--- config.mk ---
export PLATFORM = sky130hd
export DESIGN_NAME = rotating_clock_divider_flat
export DESIGN_NICKNAME = d
export VERILOG_FILES = /design/src/rcd_pkg.sv /design/src/rcd_if.sv /design/src/rotating_clock_divider.sv /design/src/rcd_gate_calc.sv /design/src/flat_wrapper.sv
export SDC_FILE = /design/constraint.sdc
export NUM_CORES = 1
export LEC_CHECK = 0
export BUFFER_PORTS_ARGS = -buffer_cell sky130_fd_sc_hd__buf_4
export CAP_MARGIN = 30
export CELL_PAD_IN_SITES_DETAIL_PLACEMENT = 1
export CELL_PAD_IN_SITES_GLOBAL_PLACEMENT = 2
export CORE_MARGIN = 2
export CORE_UTILIZATION = 37
export CTS_CLUSTER_SIZE = 14
export DETAILED_ROUTE_END_ITERATION = 10
export GPL_ROUTABILITY_DRIVEN = 0
export PLACE_DENSITY_LB_ADDON = 0.08
export REMOVE_ABC_BUFFERS = 1
export SYNTH_ARGS = -nofsm -noshare
export SYNTH_HDL_FRONTEND = slang
export SYNTH_SLANG_ARGS = --single-unit
export TNS_END_PERCENT = 30
--- constraint.sdc ---
create_clock -name i_clk -period 6.5 [get_ports i_clk]
set_input_delay 0 -clock i_clk [delete_from_list [all_inputs] [get_ports i_clk]]
set_output_delay 0 -clock i_clk [all_outputs]
set_load 0.05 [all_outputs]
--- src/rcd_pkg.sv ---
`timescale 1ns / 1ps
// ----------------------------------------------------------------------------
// Rotating clock divider package
// Shared types and constants for the rotating clock divider.
// ----------------------------------------------------------------------------
package rcd_pkg;

    localparam int OUTPUT_COUNT = 8;
    localparam int ROT_W        = $clog2(OUTPUT_COUNT);
    localparam int COUNT_W      = 9;
    localparam int TIME_W       = 16;

    localparam logic [COUNT_W-1:0] COUNT_WRAP        = 9'd288;
    localparam logic [TIME_W-1:0]  PULSE_WIDTH_RESET = 16'd1000;

    typedef logic [0:0]           t_cfg_index;
    typedef logic [TIME_W-1:0]    t_cfg_data;

    localparam t_cfg_index CFG_DIVIDE_MODE = 1'd0;
    localparam t_cfg_index CFG_PULSE_WIDTH = 1'd1;

    typedef enum logic {
        MODE_PPQN24  = 1'b0,
        MODE_LINEAR  = 1'b1
    } t_divide_mode;

    typedef struct packed {
        logic              clock_pulse;
        logic              rotate_gate;
        logic [TIME_W-1:0] time_step;
    } t_in_beat;

    typedef struct packed {
        logic [OUTPUT_COUNT-1:0] gates;
        logic [COUNT_W-1:0]      pulse_number;
    } t_out_beat;

endpackage

--- src/rcd_if.sv ---
`timescale 1ns / 1ps
// ----------------------------------------------------------------------------
// Rotating clock divider stream interfaces
// Valid/ready channels for the input steps and the result beats.
// ----------------------------------------------------------------------------
interface rcd_in_if;
    import rcd_pkg::*;

    logic     valid;
    logic     ready;
    t_in_beat data;

    modport source (output valid, output data, input ready);
    modport sink (input valid, input data, output ready);
endinterface

interface rcd_out_if;
    import rcd_pkg::*;

    logic      valid;
    logic      ready;
    t_out_beat data;

    modport source (output valid, output data, input ready);
    modport sink (input valid, input data, output ready);
endinterface

--- src/rotating_clock_divider.sv ---
`timescale 1ns / 1ps
// ----------------------------------------------------------------------------
// Rotating clock divider
// Eight divided gate outputs from a master pulse, with rotation of outputs.
// ----------------------------------------------------------------------------
// Each input beat is one time step carrying the master pulse flag, the
// rotation gate level and the elapsed time in microseconds. Every input beat
// yields exactly one result beat with the eight gate levels and the current
// pulse count.
// The input beat is captured in an input register, then evaluated against
// the divider state and written to the result register once that register
// is free or its beat is being taken. One beat is accepted in every cycle
// while the receiver keeps up.
// When the receiver stalls, the result register holds its beat and the input
// register can still take one more beat; after that the input ready is low
// until the result is taken.
// The configuration port writes the divide mode and the pulse width; it is to
// be written only while no beat is in flight.
// Reset is synchronous and active low. It clears the pulse count, rotation,
// gates and timer, empties both registers, and sets the divide mode to 0 and
// the pulse width to 1000 microseconds.
// ----------------------------------------------------------------------------
module rotating_clock_divider (
    input  logic                i_clk,
    input  logic                i_rst_n,
    input  logic                i_cfg_we,
    input  rcd_pkg::t_cfg_index i_cfg_index,
    input  rcd_pkg::t_cfg_data  i_cfg_data,
    rcd_in_if.sink              i_in,
    rcd_out_if.source           o_out
);
    import rcd_pkg::*;

    t_divide_mode            r_mode;
    logic [TIME_W-1:0]       r_pulse_width;

    logic                    r_in_valid;
    t_in_beat                r_in;
    logic                    r_out_valid;
    t_out_beat               r_out;

    logic [COUNT_W-1:0]      r_count;
    logic [ROT_W-1:0]        r_rotation;
    logic [OUTPUT_COUNT-1:0] r_gates;
    logic [TIME_W-1:0]       r_remaining;
    logic                    r_last_level;

    logic                    advance;
    logic [COUNT_W-1:0]      count_inc;
    logic [COUNT_W-1:0]      n_count;
    logic [ROT_W-1:0]        n_rotation;
    logic [OUTPUT_COUNT-1:0] n_gates;
    logic [TIME_W-1:0]       n_remaining;
    logic [OUTPUT_COUNT-1:0] calc_gates;

    assign advance     = r_in_valid && (!r_out_valid || o_out.ready);
    assign i_in.ready  = !r_in_valid || advance;
    assign o_out.valid = r_out_valid;
    assign o_out.data  = r_out;

    rcd_gate_calc u_gate_calc (
        .i_count    (n_count),
        .i_mode     (r_mode),
        .i_rotation (n_rotation),
        .o_gates    (calc_gates)
    );

    always_comb begin
        count_inc  = r_count + 9'd1;
        n_rotation = r_rotation;
        if (r_in.rotate_gate && !r_last_level) begin
            n_rotation = r_rotation + 3'd1;
        end
        n_count     = r_count;
        n_remaining = r_remaining;
        n_gates     = r_gates;
        if (r_in.clock_pulse) begin
            n_count     = (count_inc >= COUNT_WRAP) ? '0 : count_inc;
            n_remaining = r_pulse_width;
            n_gates     = calc_gates;
        end else begin
            if (r_remaining != '0) begin
                n_remaining = (r_in.time_step >= r_remaining) ? '0
                                                              : r_remaining - r_in.time_step;
            end
            if (n_remaining == '0) begin
                n_gates = '0;
            end
        end
    end

    always_ff @(posedge i_clk) begin
        if (!i_rst_n) begin
            r_mode        <= MODE_PPQN24;
            r_pulse_width <= PULSE_WIDTH_RESET;
        end else if (i_cfg_we) begin
            unique case (i_cfg_index)
                CFG_DIVIDE_MODE: r_mode <= t_divide_mode'(i_cfg_data[0]);
                CFG_PULSE_WIDTH: r_pulse_width <= i_cfg_data;
                default: ;
            endcase
        end
    end

    always_ff @(posedge i_clk) begin
        if (!i_rst_n) begin
            r_in_valid   <= 1'b0;
            r_out_valid  <= 1'b0;
            r_count      <= '0;
            r_rotation   <= '0;
            r_gates      <= '0;
            r_remaining  <= '0;
            r_last_level <= 1'b0;
        end else begin
            if (i_in.valid && i_in.ready) begin
                r_in_valid <= 1'b1;
            end else if (advance) begin
                r_in_valid <= 1'b0;
            end
            if (advance) begin
                r_out_valid  <= 1'b1;
                r_count      <= n_count;
                r_rotation   <= n_rotation;
                r_gates      <= n_gates;
                r_remaining  <= n_remaining;
                r_last_level <= r_in.rotate_gate;
            end else if (o_out.ready) begin
                r_out_valid <= 1'b0;
            end
        end
    end

    always_ff @(posedge i_clk) begin
        if (i_in.valid && i_in.ready) begin
            r_in <= i_in.data;
        end
        if (advance) begin
            r_out.gates        <= n_gates;
            r_out.pulse_number <= n_count;
        end
    end

endmodule

--- src/rcd_gate_calc.sv ---
`timescale 1ns / 1ps
// ----------------------------------------------------------------------------
// Rotating clock divider gate calculation
// Tests the pulse count against each output's divisor and rotates the result.
// ----------------------------------------------------------------------------
module rcd_gate_calc (
    input  logic [rcd_pkg::COUNT_W-1:0]      i_count,
    input  rcd_pkg::t_divide_mode            i_mode,
    input  logic [rcd_pkg::ROT_W-1:0]        i_rotation,
    output logic [rcd_pkg::OUTPUT_COUNT-1:0] o_gates
);
    import rcd_pkg::*;

    // Every power of four leaves a remainder of one by three, so the sum of the
    // two-bit digits keeps the remainder of the count.
    function automatic logic div_by_3(input logic [COUNT_W-1:0] v);
        logic [3:0] s;
        s = {2'b0, v[1:0]} + {2'b0, v[3:2]} + {2'b0, v[5:4]} + {2'b0, v[7:6]}
            + {3'b0, v[8]};
        return (s == 4'd0) || (s == 4'd3) || (s == 4'd6) || (s == 4'd9) || (s == 4'd12);
    endfunction

    // Every power of sixteen leaves a remainder of one by five.
    function automatic logic div_by_5(input logic [COUNT_W-1:0] v);
        logic [4:0] s;
        s = {1'b0, v[3:0]} + {1'b0, v[7:4]} + {4'b0, v[8]};
        return (s == 5'd0) || (s == 5'd5) || (s == 5'd10) || (s == 5'd15)
            || (s == 5'd20) || (s == 5'd25) || (s == 5'd30);
    endfunction

    // Every power of eight leaves a remainder of one by seven.
    function automatic logic div_by_7(input logic [COUNT_W-1:0] v);
        logic [4:0] s;
        s = {2'b0, v[2:0]} + {2'b0, v[5:3]} + {2'b0, v[8:6]};
        return (s == 5'd0) || (s == 5'd7) || (s == 5'd14) || (s == 5'd21);
    endfunction

    logic                    div3;
    logic                    div5;
    logic                    div7;
    logic [OUTPUT_COUNT-1:0] logical;
    logic [2*OUTPUT_COUNT-1:0] rotated;

    always_comb begin
        div3 = div_by_3(i_count);
        div5 = div_by_5(i_count);
        div7 = div_by_7(i_count);
        case (i_mode)
            MODE_PPQN24: begin
                logical[0] = 1'b1;
                logical[1] = (i_count[0] == 1'b0) && div3;
                logical[2] = (i_count[2:0] == 3'd0);
                logical[3] = (i_count[1:0] == 2'd0) && div3;
                logical[4] = (i_count[2:0] == 3'd0) && div3;
                logical[5] = (i_count[4:0] == 5'd0);
                logical[6] = (i_count[3:0] == 4'd0) && div3;
                logical[7] = (i_count[4:0] == 5'd0) && div3;
            end
            default: begin
                logical[0] = 1'b1;
                logical[1] = (i_count[0] == 1'b0);
                logical[2] = div3;
                logical[3] = (i_count[1:0] == 2'd0);
                logical[4] = div5;
                logical[5] = (i_count[0] == 1'b0) && div3;
                logical[6] = div7;
                logical[7] = (i_count[2:0] == 3'd0);
            end
        endcase
        rotated = {logical, logical} << i_rotation;
        o_gates = rotated[2*OUTPUT_COUNT-1:OUTPUT_COUNT];
    end

endmodule

--- src/flat_wrapper.sv ---
// flat-port wrapper written by rule: the top's interface ports become plain ports
module rotating_clock_divider_flat import rcd_pkg::*;
  (i_clk, i_rst_n, i_cfg_we, i_cfg_index, i_cfg_data, i_in_valid, i_in_data, i_in_ready, o_out_valid, o_out_data, o_out_ready);
  rcd_in_if i_in_i ();
  rcd_out_if o_out_i ();
  input  logic i_clk;
  input  logic i_rst_n;
  input  logic i_cfg_we;
  input  rcd_pkg::t_cfg_index i_cfg_index;
  input  rcd_pkg::t_cfg_data i_cfg_data;
  input wire logic [$bits(i_in_i.valid)-1:0] i_in_valid;
  input wire logic [$bits(i_in_i.data)-1:0] i_in_data;
  output wire logic [$bits(i_in_i.ready)-1:0] i_in_ready;
  output wire logic [$bits(o_out_i.valid)-1:0] o_out_valid;
  output wire logic [$bits(o_out_i.data)-1:0] o_out_data;
  input wire logic [$bits(o_out_i.ready)-1:0] o_out_ready;
  assign i_in_i.valid = i_in_valid;
  assign i_in_i.data = i_in_data;
  assign i_in_ready = i_in_i.ready;
  assign o_out_valid = o_out_i.valid;
  assign o_out_data = o_out_i.data;
  assign o_out_i.ready = o_out_ready;
  rotating_clock_divider u_core (.i_clk(i_clk), .i_rst_n(i_rst_n), .i_cfg_we(i_cfg_we), .i_cfg_index(i_cfg_index), .i_cfg_data(i_cfg_data), .i_in(i_in_i), .o_out(o_out_i));
endmodule
==> metrics.md <==
| Metric | Value |
|---|---|
| Post-Syn Area per Cell | ~8.7 um^2 |
| Crit path max-delay cell type | dfxtp_1 |
| Vias/cell | roughly 5.5 |
| Crit end category | flop |
| Slew at the pin closest to its max-slew limit | just under 1000 ps |
| H-Tree Level Count | 3 |
| First-pass GRT wire length | around 29000 um |
| Synthesized area | a little over 6000 um^2 |
| Final WL | around 18000 um |
| Floorplan row count | 46 |
| Starting Density | 38.15% |
| DR iter-0 viols | 259 |
| Fin crit period | around 6000 ps |
| Setup Viol. Count Final | 0 |
| Hold/Removal Path Class | in2reg |
| Overall routing resource usage | 20.76% |
| Clk slew on worst S/H paths | approximately 70 ps |
| Fmax | 0.1657 GHz |
| Synth warnings | 0 |
| Crit-path max FO | 10 |
| Busiest grt layer | met2 |
| Fraction of registers with async set/reset | 0% |
| WP data required | roughly 6600 ps |
| Most instantiated library cell after synthesis | nand2_1 |
| Worst ir drop on vdd | about 0.12 mV |
| Slew Viols, Final | 0 |
| Post-Synthesis Cells | a little over 700 |
| Die area | between 15000 and 20000 um^2 |
| Pleak | 3.036 nW |
| Xor/xnor share of the synthesized area | between 4 and 5% |
| Hpwl dp | approximately 13000 um |
| GR Util met1 | ~25% |
| 1st-pass router iterations | 4 |
| Clock Sinks | 91 |
| WL per Instance | approximately 18 um |
| M3 GR Usage | ~2.3% |
| Core area | 16000 um^2 |
| Clk_lat worst skew | 350 ps |
| Area delta synth->final | 21.55% |
| Hold Violations, Final | 0 |
| Mux share of post-synthesis cell area | about 3.0% |
| Simple-gate area share of the yosys netlist | 20.40% |
| Clock buffer count from CTS | 9 |
| Post-route ant nets | 0 |
| Most common library cells after synthesis | 84 x nand2_1, 56 x dfxtp_1, 56 x nor2_1, 45 x inv_1, 43 x a21oi_1 |
| Final Skew | around 7 ps |
| Global Route met2 Usage | 38.26% |
| Grt ovf | 0 |
| Setup WS post-layout | roughly 460 ps |
| Top-area cell type share of the netlist area | a little under a fifth |
| MaxCap Viol Count | 0 |
| #FFs+latches synth | between 90 and 100 |
| # DRC | 0 |
| Antenna violations before repair | 0 |
| Number of port buffers | 58 |
| # nets final | around 860 |
| Clock Path Buffers | 2 |
| Post-route core utilization | a little under half |
| Vias in the first global route | between 5k and 6k |
| Top cells by area, synth | dfxtp_1 18%, edfxtp_1 17%, ha_1 5.5% |
| Die Width | about 130 um |
| CP arrival | just over 6000 ps |
| RSZ-0062 raised after global routing | no |
| Setup TNS | 0 ps |
| Combinational family with the most area after synthesis | compound AO/OA/AOI/OAI gates |
| Cell breakdown of the critical path | ha_1, nand3_2, or4_4, nand2_2, and2_1, o21ai_0, nand2_1, o21ai_0, ha_1, inv_1, fa_1, fa_1, inv_1, fa_1, or3_1, a31oi_2, nor3_2, o21ai_0, a22oi_1, mux2_2, a22o_1 |
| Post-synth top flop | dfxtp_1 |
| Post-synthesis adder-cell area fraction | 9.143% |
| Layout cells sized above 1 | roughly 14% |
| CP max stage delay | 530 ps |
| Status | complete, no violations |
| Final Cycle Share | 92.87% |
| CP Class | reg2reg |
| Place WS | around 470 ps |
| Post-CTS Setup Bufs | 0 |
| P per Cell Area | approximately 230 nW/um^2 |
| Diode count | 0 |
| Register area share after synthesis | between 30 and 40% |
| Min Hold Slack | between 8 and 9 ps |
| Root Buffer | clkbuf_16 |
| Vias | ~5.5k |
| Yosys top cell by area | dfxtp_1 |
| CTS tree | built |
| Startpoint types | flop |
| Ports | 59 |
| Synth unique cells | 78 |
| EDFF count, synth | 35 |
| Largest net degree at the start of global routing | 34 |
| Compound-Gate Fraction of Synth Area | roughly 22% |
| Slew Limit Headroom | about 34% |
| Die height | approximately 130 um |
-- power breakdown --
group	switching (mW)	internal [mW]
clock network	0.242	0.308
logic	0.305	0.216
registers	0.0317	0.631
total	0.578	1.16
-- stage by stage --
step	instance area [um^2]	std cells	total power, mW
floorplan	5908	663	1.024
global placement	6689	947	1.156
detailed placement	6689	947	1.170
CTS	7412	1005	1.745
global route	7418	1005	1.831
finish	7418	1005	1.734
-- state kept, by name (all words and copies together), names as in the netlist --
name / count
u_core.r_in: 18
u_core.r_gates: 8
u_core.r_last_level: 1
u_core.o_out.valid: 1
u_core.r_pulse_width: 16
u_core.r_count: 9
u_core.r_remaining: 16
u_core.r_rotation: 3
u_core.r_in_valid: 1
u_core.o_out.data: 17
u_core.r_mode: 1
-- kinds of logic after synthesis --
group,after synthesis
buffers and inverters,88
AND/OR/NAND/NOR,252
XOR/XNOR,29
adder cells (fa/ha/maj),38
AO/OA/AOI/OAI,190
flip-flops,91
multiplexers,17
-- worst paths after layout --
| path | start | cells after the start | end | slack [ps] |
|---|---|---|---|---|
| max | u_core.r_count[1]$_SDFFE_PN0P_ | 21 | u_core.o_out.data[9]$_DFFE_PP_ | 460 |
| min | i_rst_n | 3 | u_core.r_gates[1]$_SDFFE_PN0P_ | 9 |
| max reg2reg | u_core.r_count[1]$_SDFFE_PN0P_ | 21 | u_core.o_out.data[9]$_DFFE_PP_ | 460 |
| min reg2reg | u_core.r_gates[1]$_SDFFE_PN0P_ | 2 | u_core.r_gates[1]$_SDFFE_PN0P_ | 450 |
-- layout make-up --
class	count	area [um^2]
sequential	91	2172
clock buffer	10	239.0
multi-input combinational	526	3570
tap	216	270.3
clock inverter	6	63.81
timing repair buffer	110	930.9
fill	1903	8582
inverter	46	172.7
-- layer usage --
layer	vias up	share of wire, %
met3	14	2.0
li1	2719	-
met4	0	1.4
met2	66	52
met1	2693	45
met5	-	0
-- worst max-delay path, delay by kind of cell (launching register included) --
kind	cells	cell delay (ps)
AO/OA/AOI/OAI	6	1290
adder cells (fa/ha/maj)	5	1940
buffers and inverters	2	150
flip-flops	1	530
multiplexers	1	310
AND/OR/NAND/NOR	7	1570
-- layout by cell type (no fill, tap or decap), types with 11 or more instances in the layout --
cell type       n
nand2_1        84
a21oi_1        43
nor4_1         12
nor2_1         56
nand2b_1       12
a211oi_1       21
xor2_1         12
o21ai_0        31
ha_1           27
dlygate4sd3_1  42
fa_1           11
inv_1          45
buf_4          68
nand3_1        19
dfxtp_1        56
xnor2_1        16
nor3_1         18
edfxtp_1       35
-- repair_timing --
action	4_1_cts	5_1_grt
gates resized for setup	0	1
setup endpoints to repair	0	3
endpoints found under the hold margin	37	0
hold buffers	42	0
Note: power is estimated with default switching activity, not from simulation.
